<file path="config.mk">
export PLATFORM = sky130hd
export DESIGN_NAME = bounded_membership_set
export DESIGN_NICKNAME = d
export VERILOG_FILES = /design/src/design/bms_pkg.sv /design/src/design/bounded_membership_set.sv /design/src/design/bms_cell.sv
export SDC_FILE = /design/constraint.sdc
export NUM_CORES = 1
export LEC_CHECK = 0
export ABC_AREA = 1
export BUFFER_PORTS_ARGS = -buffer_cell sky130_fd_sc_hd__buf_2
export CELL_PAD_IN_SITES_DETAIL_PLACEMENT = 1
export CELL_PAD_IN_SITES_GLOBAL_PLACEMENT = 1
export CORE_ASPECT_RATIO = 1.4
export CORE_MARGIN = 2
export CORE_UTILIZATION = 30
export CTS_CLUSTER_SIZE = 25
export DETAILED_ROUTE_END_ITERATION = 8
export GPL_TIMING_DRIVEN = 0
export PLACE_DENSITY = 0.66
export SLEW_MARGIN = 0
export SYNTH_ARGS = -nofsm -noshare
export SYNTH_HDL_FRONTEND = slang
export SYNTH_HIERARCHICAL = 1
export SYNTH_SLANG_ARGS = --single-unit
</file>
<file path="constraint.sdc">
create_clock -name clk -period 18.9 [get_ports clk]
set_clock_uncertainty 0.15 [all_clocks]
set_input_delay 1.89 -clock clk [delete_from_list [all_inputs] [get_ports clk]]
set_output_delay 1.89 -clock clk [all_outputs]
set_load 0.02 [all_outputs]
</file>
<file path="src/design/bms_pkg.sv">
// Package for the bounded membership set: request codes, field types and the
// control bundle that the top level broadcasts to every storage cell.
// No dependencies.
package bms_pkg;

	localparam int KEY_W = 32;
	localparam int OP_W  = 2;
	localparam int OCC_W = 5;

	typedef logic [OP_W-1:0]         op_t;
	typedef logic signed [KEY_W-1:0] key_t;
	typedef logic [OCC_W-1:0]        occ_t;

	localparam op_t OP_CONTAINS = 2'd0;
	localparam op_t OP_ADD      = 2'd1;
	localparam op_t OP_REMOVE   = 2'd2;

	// Control that every cell sees in the same cycle.
	typedef struct packed {
		logic cmp_en;    // compare cmp_key against the stored key
		key_t cmp_key;
		logic remove_en; // close the gap left by the matching cell
		logic add_en;    // first free cell takes new_key
		key_t new_key;
	} cell_ctrl_t;

endpackage

</file>
<file path="src/design/bounded_membership_set.sv">
// Bounded membership set: top level with the request handshake, the cell chain
// and the result register. Depends on bms_pkg and bms_cell.
//
// Holds up to CAPACITY distinct 32-bit keys and answers contains, add and
// remove requests with one result beat each (found/inserted/removed flag, a
// full status for a rejected add, and the key count afterwards). In the cycle
// a request is accepted every cell compares its key in parallel; in the next
// cycle the match and the first free cell ripple along the cell chain and the
// chain updates while the result is registered. No new request is taken while
// one is in progress or while a result beat waits on an output stall.
module bounded_membership_set #(
	parameter int CAPACITY = 16
) (
	input  logic              clk,
	input  logic              arst_n,
	input  logic              in_valid,
	output logic              in_stall,
	input  bms_pkg::op_t      operation,
	input  bms_pkg::key_t     key,
	output logic              out_valid,
	input  logic              out_stall,
	output logic              done_res,
	output logic              status,
	output bms_pkg::occ_t     occupancy
);
	import bms_pkg::*;

	localparam int CNT_W = $clog2(CAPACITY + 1);

	logic             busy_q;
	op_t              op_s1;
	key_t             key_s1;
	logic [CNT_W-1:0] count_q;
	logic             out_valid_q;
	logic             done_q;
	logic             status_q;

	logic             accept;
	cell_ctrl_t       ctrl;
	logic [CAPACITY-1:0] valid_w;
	key_t             key_w [CAPACITY];
	logic [CAPACITY:0] hit_chain;
	logic             found;
	logic             full;
	logic             add_ok;
	logic             rem_ok;
	logic             done_d;
	logic             status_d;
	logic [CNT_W+OCC_W-1:0] count_ext;

	assign in_stall = busy_q | (out_valid_q & out_stall);
	assign accept   = in_valid & ~in_stall;

	assign found  = hit_chain[CAPACITY];
	assign full   = valid_w[CAPACITY-1];
	assign add_ok = busy_q && (op_s1 == OP_ADD) && !found && !full;
	assign rem_ok = busy_q && (op_s1 == OP_REMOVE) && found;

	always_comb begin
		ctrl.cmp_en    = accept;
		ctrl.cmp_key   = key;
		ctrl.remove_en = rem_ok;
		ctrl.add_en    = add_ok;
		ctrl.new_key   = key_s1;
	end

	assign hit_chain[0] = 1'b0;

	for (genvar i = 0; i < CAPACITY; i++) begin : g_cell
		logic prev_v;
		logic up_v;
		key_t up_k;
		if (i == 0) begin : g_first
			assign prev_v = 1'b1;
		end else begin : g_mid
			assign prev_v = valid_w[i-1];
		end
		if (i == CAPACITY - 1) begin : g_last
			assign up_v = 1'b0;
			assign up_k = '0;
		end else begin : g_up
			assign up_v = valid_w[i+1];
			assign up_k = key_w[i+1];
		end
		bms_cell u_cell (
			.clk       (clk),
			.arst_n    (arst_n),
			.ctrl      (ctrl),
			.prev_valid(prev_v),
			.up_valid  (up_v),
			.up_key    (up_k),
			.hit_in    (hit_chain[i]),
			.hit_out   (hit_chain[i+1]),
			.valid     (valid_w[i]),
			.key       (key_w[i])
		);
	end

	always_comb begin
		done_d   = 1'b0;
		status_d = 1'b0;
		case (op_s1)
			OP_CONTAINS: done_d = found;
			OP_ADD: begin
				done_d   = !found && !full;
				status_d = !found && full;
			end
			OP_REMOVE:   done_d = found;
			default: begin
				done_d   = 1'b0;
				status_d = 1'b0;
			end
		endcase
	end

	always_ff @(posedge clk or negedge arst_n) begin
		if (!arst_n) begin
			busy_q      <= 1'b0;
			count_q     <= '0;
			out_valid_q <= 1'b0;
		end else begin
			busy_q <= accept;
			if (add_ok) begin
				count_q <= count_q + CNT_W'(1);
			end else if (rem_ok) begin
				count_q <= count_q - CNT_W'(1);
			end
			if (busy_q) begin
				out_valid_q <= 1'b1;
			end else if (!out_stall) begin
				out_valid_q <= 1'b0;
			end
		end
	end

	always_ff @(posedge clk) begin
		if (accept) begin
			op_s1  <= operation;
			key_s1 <= key;
		end
		if (busy_q) begin
			done_q   <= done_d;
			status_q <= status_d;
		end
	end

	// The occupancy beat always shows the current count, which only moves
	// in the cycle that also loads the result register.
	assign count_ext = {{OCC_W{1'b0}}, count_q};

	assign out_valid = out_valid_q;
	assign done_res  = done_q;
	assign status    = status_q;
	assign occupancy = count_ext[OCC_W-1:0];

endmodule

</file>
<file path="src/design/bms_cell.sv">
// One storage cell of the membership set chain: a key, its valid flag and the
// registered match flag. Depends on bms_pkg.
// Cells stay packed: valid cells always form the low end of the chain.
module bms_cell (
	input  logic              clk,
	input  logic              arst_n,
	input  bms_pkg::cell_ctrl_t ctrl,
	input  logic              prev_valid,
	input  logic              up_valid,
	input  bms_pkg::key_t     up_key,
	input  logic              hit_in,
	output logic              hit_out,
	output logic              valid,
	output bms_pkg::key_t     key
);
	import bms_pkg::*;

	logic valid_q;
	key_t key_q;
	logic hit_s1;

	assign valid   = valid_q;
	assign key     = key_q;
	assign hit_out = hit_in | hit_s1;

	always_ff @(posedge clk or negedge arst_n) begin
		if (!arst_n) begin
			valid_q <= 1'b0;
			hit_s1  <= 1'b0;
		end else begin
			if (ctrl.cmp_en) begin
				hit_s1 <= valid_q && (key_q == ctrl.cmp_key);
			end
			// A removal at or below this cell pulls the upper neighbor down.
			if (ctrl.remove_en && hit_out) begin
				valid_q <= up_valid;
			end else if (ctrl.add_en && !valid_q && prev_valid) begin
				valid_q <= 1'b1;
			end
		end
	end

	always_ff @(posedge clk) begin
		if (ctrl.remove_en && hit_out) begin
			key_q <= up_key;
		end else if (ctrl.add_en && !valid_q && prev_valid) begin
			key_q <= ctrl.new_key;
		end
	end

endmodule

</file>
# Word-level counts from Yosys, hierarchy flattened
# Index checks and enable logic that the tools add are counted.
op_classes:
  n_addsub: 2
  eq_ne: 19
  n_mux: 67
  n_bitwise: 19
  reduce_logical: 106
op_table:
  columns: ["op", "n"]
  rows:
  - ["$mux W32", 30]
  - ["$eq A32 B32 Y1", 16]
  - ["$logic_and A1 B1 Y1", 70]
  - ["$mux W1", 34]
  - ["$reduce_bool A2 Y1", 17]
  - ["$logic_not A1 Y1", 17]
  - ["$or A1 B1 Y1", 16]
  - ["$mux W5", 2]
  - ["$add A5 B1 Y5 const B", 1]
  - ["$sub A5 B1 Y5 const B", 1]
  - ["$and A1 B1 Y1", 2]
  - ["$eq A2 B1 Y1 const B", 1]
  - ["$eq A2 B2 Y1 const B", 1]
  - ["$logic_not A2 Y1", 1]
  - ["$ne A2 B1 Y1 const B", 1]
  - ["$pmux W1 S2", 1]
  - ["$reduce_or A2 Y1", 1]
  - ["$not A1 Y1", 1]
word_totals:
  regBits: 587
  wordCells: 268

# Logic depth before layout (Yosys ltp)
logic_depth:
  depth_word: 22
  mapped_depth: 26
  ltp_nobuf: 26

# Hierarchy
# The synthesis kept the hierarchy.
by_module_without_submodules:
  columns: ["module", "n_inst", "cells_each", "area_per_inst_um2", "seq_area_each_um2"]
  rows:
  - ["bms_cell", 16, 272, 2067.0, 1011.0]
  - ["bounded_membership_set", 1, 98, 1549.0, 1256.2]

# Worst setup path before layout
# Ideal clock, no wire load.
synth_timing:
  path_type: "flip-flop to flip-flop"
  startpoint: "register g_cell[0].u_cell.hit_s1"
  endpoint: "register g_cell[0].u_cell.key_q[0], enable pin"
  setup_ns: 0.387
  t_arrival_ns: 6.783
  path_slack_ns: 11.580
  path_stages_with_launch: 22
  n_path_buf: 0
  synth_period_minus_slack_ns: 7.320
  cell_sequence: "dfrtp_1 > or2_4 > or2_4 > or2_4 > or2_4 > or2_4 > or2_4 > or2_4 > or2_4 > or2_4 > or2_4 > or2_4 > or2_4 > or2_4 > or2_4 > or2_4 > or2_4 > nor2_2 > nand2_1 > nor2_2 > a31oi_4 > inv_1"
synth_via:
  elab_chain_cells: 20
  word_cells_on_any_way: 22
  cone_classes: "bitwise: 15; reduce/logical: 7"
synth_lines:
  columns: ["item", "line", "source"]
  rows:
  - ["start: declaration", "bms_cell.sv:20", "logic hit_s1;"]
  - ["start signal: assignment", "bms_cell.sv:32", "hit_s1 <= valid_q && (key_q == ctrl.cmp_key);"]
  - ["$or A1 B1 Y1", "bms_cell.sv:24", "assign hit_out = hit_in | hit_s1;"]
  - ["named net hit_chain[2]", "bounded_membership_set.sv:42", "logic [CAPACITY:0] hit_chain;"]
  - ["$or A1 B1 Y1", "bms_cell.sv:24", null]
  - ["named net hit_chain[3]", "bounded_membership_set.sv:42", null]
  - ["$or A1 B1 Y1", "bms_cell.sv:24", null]
  - ["named net hit_chain[4]", "bounded_membership_set.sv:42", null]
  - ["$or A1 B1 Y1", "bms_cell.sv:24", null]
  - ["named net hit_chain[5]", "bounded_membership_set.sv:42", null]
  - ["[... 1 more ...]", null, null]
  - ["named net hit_chain[6]", "bounded_membership_set.sv:42", null]
  - ["[... 1 more ...]", null, null]
  - ["named net hit_chain[7]", "bounded_membership_set.sv:42", null]
  - ["[... 1 more ...]", null, null]
  - ["named net hit_chain[8]", "bounded_membership_set.sv:42", null]
  - ["[... 1 more ...]", null, null]
  - ["named net hit_chain[9]", "bounded_membership_set.sv:42", null]
  - ["[... 1 more ...]", null, null]
  - ["named net hit_chain[10]", "bounded_membership_set.sv:42", null]
  - ["[... 1 more ...]", null, null]
  - ["named net hit_chain[11]", "bounded_membership_set.sv:42", null]
  - ["[... 1 more ...]", null, null]
  - ["named net hit_chain[12]", "bounded_membership_set.sv:42", null]
  - ["[... 1 more ...]", null, null]
  - ["named net hit_chain[13]", "bounded_membership_set.sv:42", null]
  - ["[... 1 more ...]", null, null]
  - ["named net hit_chain[14]", "bounded_membership_set.sv:42", null]
  - ["[... 1 more ...]", null, null]
  - ["named net hit_chain[15]", "bounded_membership_set.sv:42", null]
  - ["$or A1 B1 Y1", "bms_cell.sv:24", null]
  - ["named net found", "bounded_membership_set.sv:43", "logic found;"]
  - ["$logic_not A1 Y1", "bounded_membership_set.sv:56", "assign add_ok = busy_q && (op_s1 == OP_ADD) && !found && !full;"]
  - ["$logic_and A1 B1 Y1 (2 in series)", "bounded_membership_set.sv:56", null]
  - ["named net add_ok", "bounded_membership_set.sv:45", "logic add_ok;"]
  - ["$logic_and A1 B1 Y1", "bms_cell.sv:46", "end else if (ctrl.add_en && !valid_q && prev_valid) begin"]
  - ["$reduce_bool A2 Y1 (no source line)", null, null]
  - ["end signal: assignment", "bms_cell.sv:45", "key_q <= up_key;"]
  - ["end signal: assignment", "bms_cell.sv:47", "key_q <= ctrl.new_key;"]
  - ["end: declaration", "bms_cell.sv:19", "key_t key_q;"]
# The timed path passes the listed nets, and every way through them passes these cells.
# A chain may end at the register's enable or synchronous reset.

# Worst setup path after layout
layout_timing:
  startpoint: "register g_cell[0].u_cell.hit_s1"
  endpoint: "register g_cell[6].u_cell.key_q[19], enable pin"
layout_via:
  elab_chain_cells: 21
  word_cells_on_any_way: 23
  cone_classes: "bitwise: 15; reduce/logical: 8"
layout_lines:
  columns: ["item", "line"]
  rows:
  - ["$or A1 B1 Y1", "bms_cell.sv:24"]
  - ["named net hit_chain[2]", "bounded_membership_set.sv:42"]
  - ["$or A1 B1 Y1", "bms_cell.sv:24"]
  - ["named net hit_chain[3]", "bounded_membership_set.sv:42"]
  - ["$or A1 B1 Y1", "bms_cell.sv:24"]
  - ["named net hit_chain[4]", "bounded_membership_set.sv:42"]
  - ["$or A1 B1 Y1", "bms_cell.sv:24"]
  - ["named net hit_chain[5]", "bounded_membership_set.sv:42"]
  - ["[... 1 more ...]", null]
  - ["named net hit_chain[6]", "bounded_membership_set.sv:42"]
  - ["[... 1 more ...]", null]
  - ["named net hit_chain[7]", "bounded_membership_set.sv:42"]
  - ["[... 1 more ...]", null]
  - ["named net hit_chain[8]", "bounded_membership_set.sv:42"]
  - ["[... 1 more ...]", null]
  - ["named net hit_chain[9]", "bounded_membership_set.sv:42"]
  - ["[... 1 more ...]", null]
  - ["named net hit_chain[10]", "bounded_membership_set.sv:42"]
  - ["[... 1 more ...]", null]
  - ["named net hit_chain[11]", "bounded_membership_set.sv:42"]
  - ["[... 1 more ...]", null]
  - ["named net hit_chain[12]", "bounded_membership_set.sv:42"]
  - ["[... 1 more ...]", null]
  - ["named net hit_chain[13]", "bounded_membership_set.sv:42"]
  - ["[... 1 more ...]", null]
  - ["named net hit_chain[14]", "bounded_membership_set.sv:42"]
  - ["[... 1 more ...]", null]
  - ["named net hit_chain[15]", "bounded_membership_set.sv:42"]
  - ["$or A1 B1 Y1", "bms_cell.sv:24"]
  - ["named net found", "bounded_membership_set.sv:43"]
  - ["$logic_not A1 Y1", "bounded_membership_set.sv:56"]
  - ["$logic_and A1 B1 Y1 (2 in series)", "bounded_membership_set.sv:56"]
  - ["named net add_ok", "bounded_membership_set.sv:45"]
  - ["$logic_and A1 B1 Y1 (2 in series)", "bms_cell.sv:46"]
  - ["$reduce_bool A2 Y1 (no source line)", null]
  - ["end signal: assignment", "bms_cell.sv:45"]
  - ["end signal: assignment", "bms_cell.sv:47"]
  - ["end: declaration", "bms_cell.sv:19"]
# The timed path passes the listed nets, and every way through them passes these cells.

==> impl_metrics.ini <==
[outcome]
status = complete, no violations

[clock_tree]
cts_max_level = 2
post_cts_buffers = 0
cts.clk_slew.worst_paths_ns = 0.06
numClockSinks = 587
worst_skew_pair_latency_ns = 0.65
ctsRootBufferMaster = clkbuf_16
cts_made_buffers = 59
ctsResizeCount = 0
ctsHoldBuffers = 0
clock_tree_from_tritoncts = yes
clock_path_buffers = 3

[timing]
slew_headroom_pct = 12.5
slew_violations = 0
maxClockFrequency_ghz = 0.139
tightest_slew_ns = 1.31
fin_crit_sh_pct = 38.0
finalHoldViolCount = 0
setup-violations-final = 0
fin_setup_tns_ns = 0
grt_setup_unrepaired = no
min_clock_period_post_route_ns = 7.17

[synth]
post_synth_most_frequent_cells = nand2_1 (2404), inv_1 (631), edfxtp_1 (548)
yosys.cell_types.count = 25
postSynth.topFlopCell = edfxtp_1
yosys.area.top_type = edfxtp_1
ys_ff_latch = 587
synth_enable_flop_cells = 548
synth_largest_type_area_fraction_pct = 47.5
synthMostInstantiatedCell = nand2_1
synthArstFlopShare_pct = 6.64
total_number_of_yosys_warnings = 6
synthesis.area_per_instance_um2 = 7.78
seq_area_frac_synth_pct = 50.4
synth_cells = 4450
synth_top_cells_by_area = edfxtp_1 (48%), nand2_1 (26%), inv_1 (6.8%)
synth.cell_area_mm2 = 0.0346

[pwr]
leakage_nw = 18.5
p_per_area_mw_per_mm2 = 77.1
sequentialPowerShare_pct = 49.9
internal_power_w = 0.00223
p_clk_share_pct = 40.1
power_switching_w = 0.000788
combPwrFrac_pct = 10.0
power.switching_fraction_pct = 26.1
ir_drop_mv = 0.0645

[setup_path]
timing.rr.end = g_cell[6].u_cell/key[19]$_DFFE_PP_
regToRegSetupSlack_ns = 11.73
worstSetupPathType = reg2reg
cp.arrival_ns = 7.28
timing.rr.start = g_cell[0].u_cell/hit_s1$_DFFE_PN0P_
required_ns = 19.00
worstPathMaxFanout = 32
path_depth_of_the_worst_reg2reg_path = 22
critical_path.startpoint_type = register
critical_path.endpoint_type = register

[floorplanning]
area_of_the_die_mm2 = 0.118
io_pins = 47
die-height_um = 406
die-width_um = 291
initial_utilization_pct = 30.2
design.core.area_mm2 = 0.115
standard_cell_row_count = 147

[global_routing]
initial_antenna_violation_count = 2
grt_first_pass_wirelength_um = 160000
grt-ovfl-total = 0
track_usage_pct = 17.1
vias_in_the_first_global_route = 28100
grt_start_max_net_pins = 40

[route]
routed_wl_um = 102000
route.detailed.vias_per_inst = 4.45
first_iter_violations = 1332
ant_nets = 0
via_count = 27300
detail_route.drc_violations = 0
drt-pass1-iter-count = 5
wl_per_cell_um = 16.6

[worst_hold_path]
whs_endpoint = g_cell[11].u_cell/hit_s1$_DFFE_PN0P_
hp-start = g_cell[11].u_cell/hit_s1$_DFFE_PN0P_
min_delay_path_depth = 2
hold_path.class = reg2reg

[cells_and_area]
diodes = 0
layout_cell_share_with_drive_strength_beyond_1_pct = 6.87
layout-area-overhead-vs-synth_pct = 13.1
final_cell_count_without_fillers = 6146
fin_nets = 4647
final_core_util_pct = 34.2

[flow_run]
maxCapViolations = 0

[place]
placedCellCount = 6024
gp_routability_congestion = 0.791
io_buffer_count = 46
hpwlAfterDp_um = 78900
[kinds of logic after synthesis]
kind of cell	after synthesis	synth area share [%]
buffers and inverters	743	10.0
and+or+nand+nor	2852	32.7
xor gates and xnor gates	194	4.91
AOI/OAI and AO/OA	68	1.79
DFF	587	50.4
other	2	0.0217
adders and majority gates	4	0.166
[cells in the final DEF (no fill, tap or decap), types with 39 or more instances in the layout]
| cell | instances |
|---|---|
| buf_2 | 46 |
| buf_6 | 64 |
| clkbuf_16 | 61 |
| dfrtp_1 | 39 |
| edfxtp_1 | 548 |
| inv_1 | 620 |
| nand2_1 | 2404 |
| nand3_1 | 52 |
| nand4_1 | 81 |
| nor2_1 | 277 |
| xnor2_1 | 177 |
[how the worst max path moves through the flow]
stage | from | endpoint | slack [ns] | cells past startpoint
2_1_floorplan | g_cell[0].u_cell/hit_s1$_DFFE_PN0P_ | g_cell[0].u_cell/key[0]$_DFFE_PP_ | 11.58 | 21
3_3_place_gp | out_stall | g_cell[15].u_cell/hit_s1$_DFFE_PN0P_ | 10.08 | 12
4_1_cts | g_cell[0].u_cell/hit_s1$_DFFE_PN0P_ | g_cell[2].u_cell/key[20]$_DFFE_PP_ | 11.63 | 22
3_5_place_dp | g_cell[0].u_cell/hit_s1$_DFFE_PN0P_ | g_cell[2].u_cell/key[18]$_DFFE_PP_ | 11.63 | 22
6_report | g_cell[0].u_cell/hit_s1$_DFFE_PN0P_ | g_cell[6].u_cell/key[19]$_DFFE_PP_ | 11.73 | 22
5_1_grt | g_cell[0].u_cell/hit_s1$_DFFE_PN0P_ | g_cell[4].u_cell/key[20]$_DFFE_PP_ | 11.51 | 22
[critical path, stage by stage, from the launching register on]
cell and delay, ns:
dfrtp_1 0.38, or2_4 0.28, or2_4 0.27, or2_4 0.27, or2_4 0.27, or2_4 0.27
or2_4 0.27, or2_4 0.27, or2_4 0.27, or2_4 0.27, or2_4 0.27, or2_4 0.27
or2_4 0.27, or2_4 0.27, or2_4 0.27, or2_4 0.27, or2_4 0.29, nor2_2 0.15
nand2_1 0.11, nor2_4 0.28, buf_12 0.25, a31oi_4 0.11, inv_1 0.95
[final cells by class]
type / count / area (µm²)
Buffer: 96 / 961
Clock buffer: 79 / 1640
Clock inverter: 33 / 270
Fill cell: 13800 / 75400
Inverter: 647 / 2510
Multi-Input combinational cell: 3153 / 13900
Sequential cell: 587 / 17400
Tap cell: 1490 / 1860
Timing Repair Buffer: 61 / 621
[metal layers]
layer,GRT usage (%),vias up,wire [µm]
met3,1.48,86,2070
met5,0,-,14
met1,20.4,13200,42900
li1,-,13900,-
met4,3.15,2,1420
met2,33.2,194,55300
[through the flow]
step / instance area, µm² / power [W] / setup slack (ns) / hold slack [ns]
4_1_cts: 38900 / 0.00307 / 11.63 / 0.340
5_1_grt: 39200 / 0.00314 / 11.51 / 0.365
6_report: 39200 / 0.00302 / 11.73 / 0.337
3_3_place_gp: 36800 / 0.00183 / 10.08 / 0.312
3_5_place_dp: 37000 / 0.00184 / 11.63 / 0.323
2_1_floorplan: 34700 / 0.00171 / 11.58 / 0.300
[registers in the layout, indices dropped and copies added, names as in the netlist, 2 cells and up]
register	count
g_cell.u_cell/key	512
key_s1	32
g_cell.u_cell/hit_s1	16
g_cell.u_cell/valid	16
occupancy	5
op_s1	2
[power by group through the flow]
stage | clock network, W | registers, W | logic [W]
3_5_place_dp | 0 | 0.00154 | 0.000305
3_3_place_gp | 0 | 0.00154 | 0.000291
4_1_cts | 0.00125 | 0.00151 | 0.000306
5_1_grt | 0.00129 | 0.00151 | 0.000347
2_1_floorplan | 0 | 0.00152 | 0.000193
6_report | 0.00121 | 0.00151 | 0.000302
(Power assumes the default switching activity.)
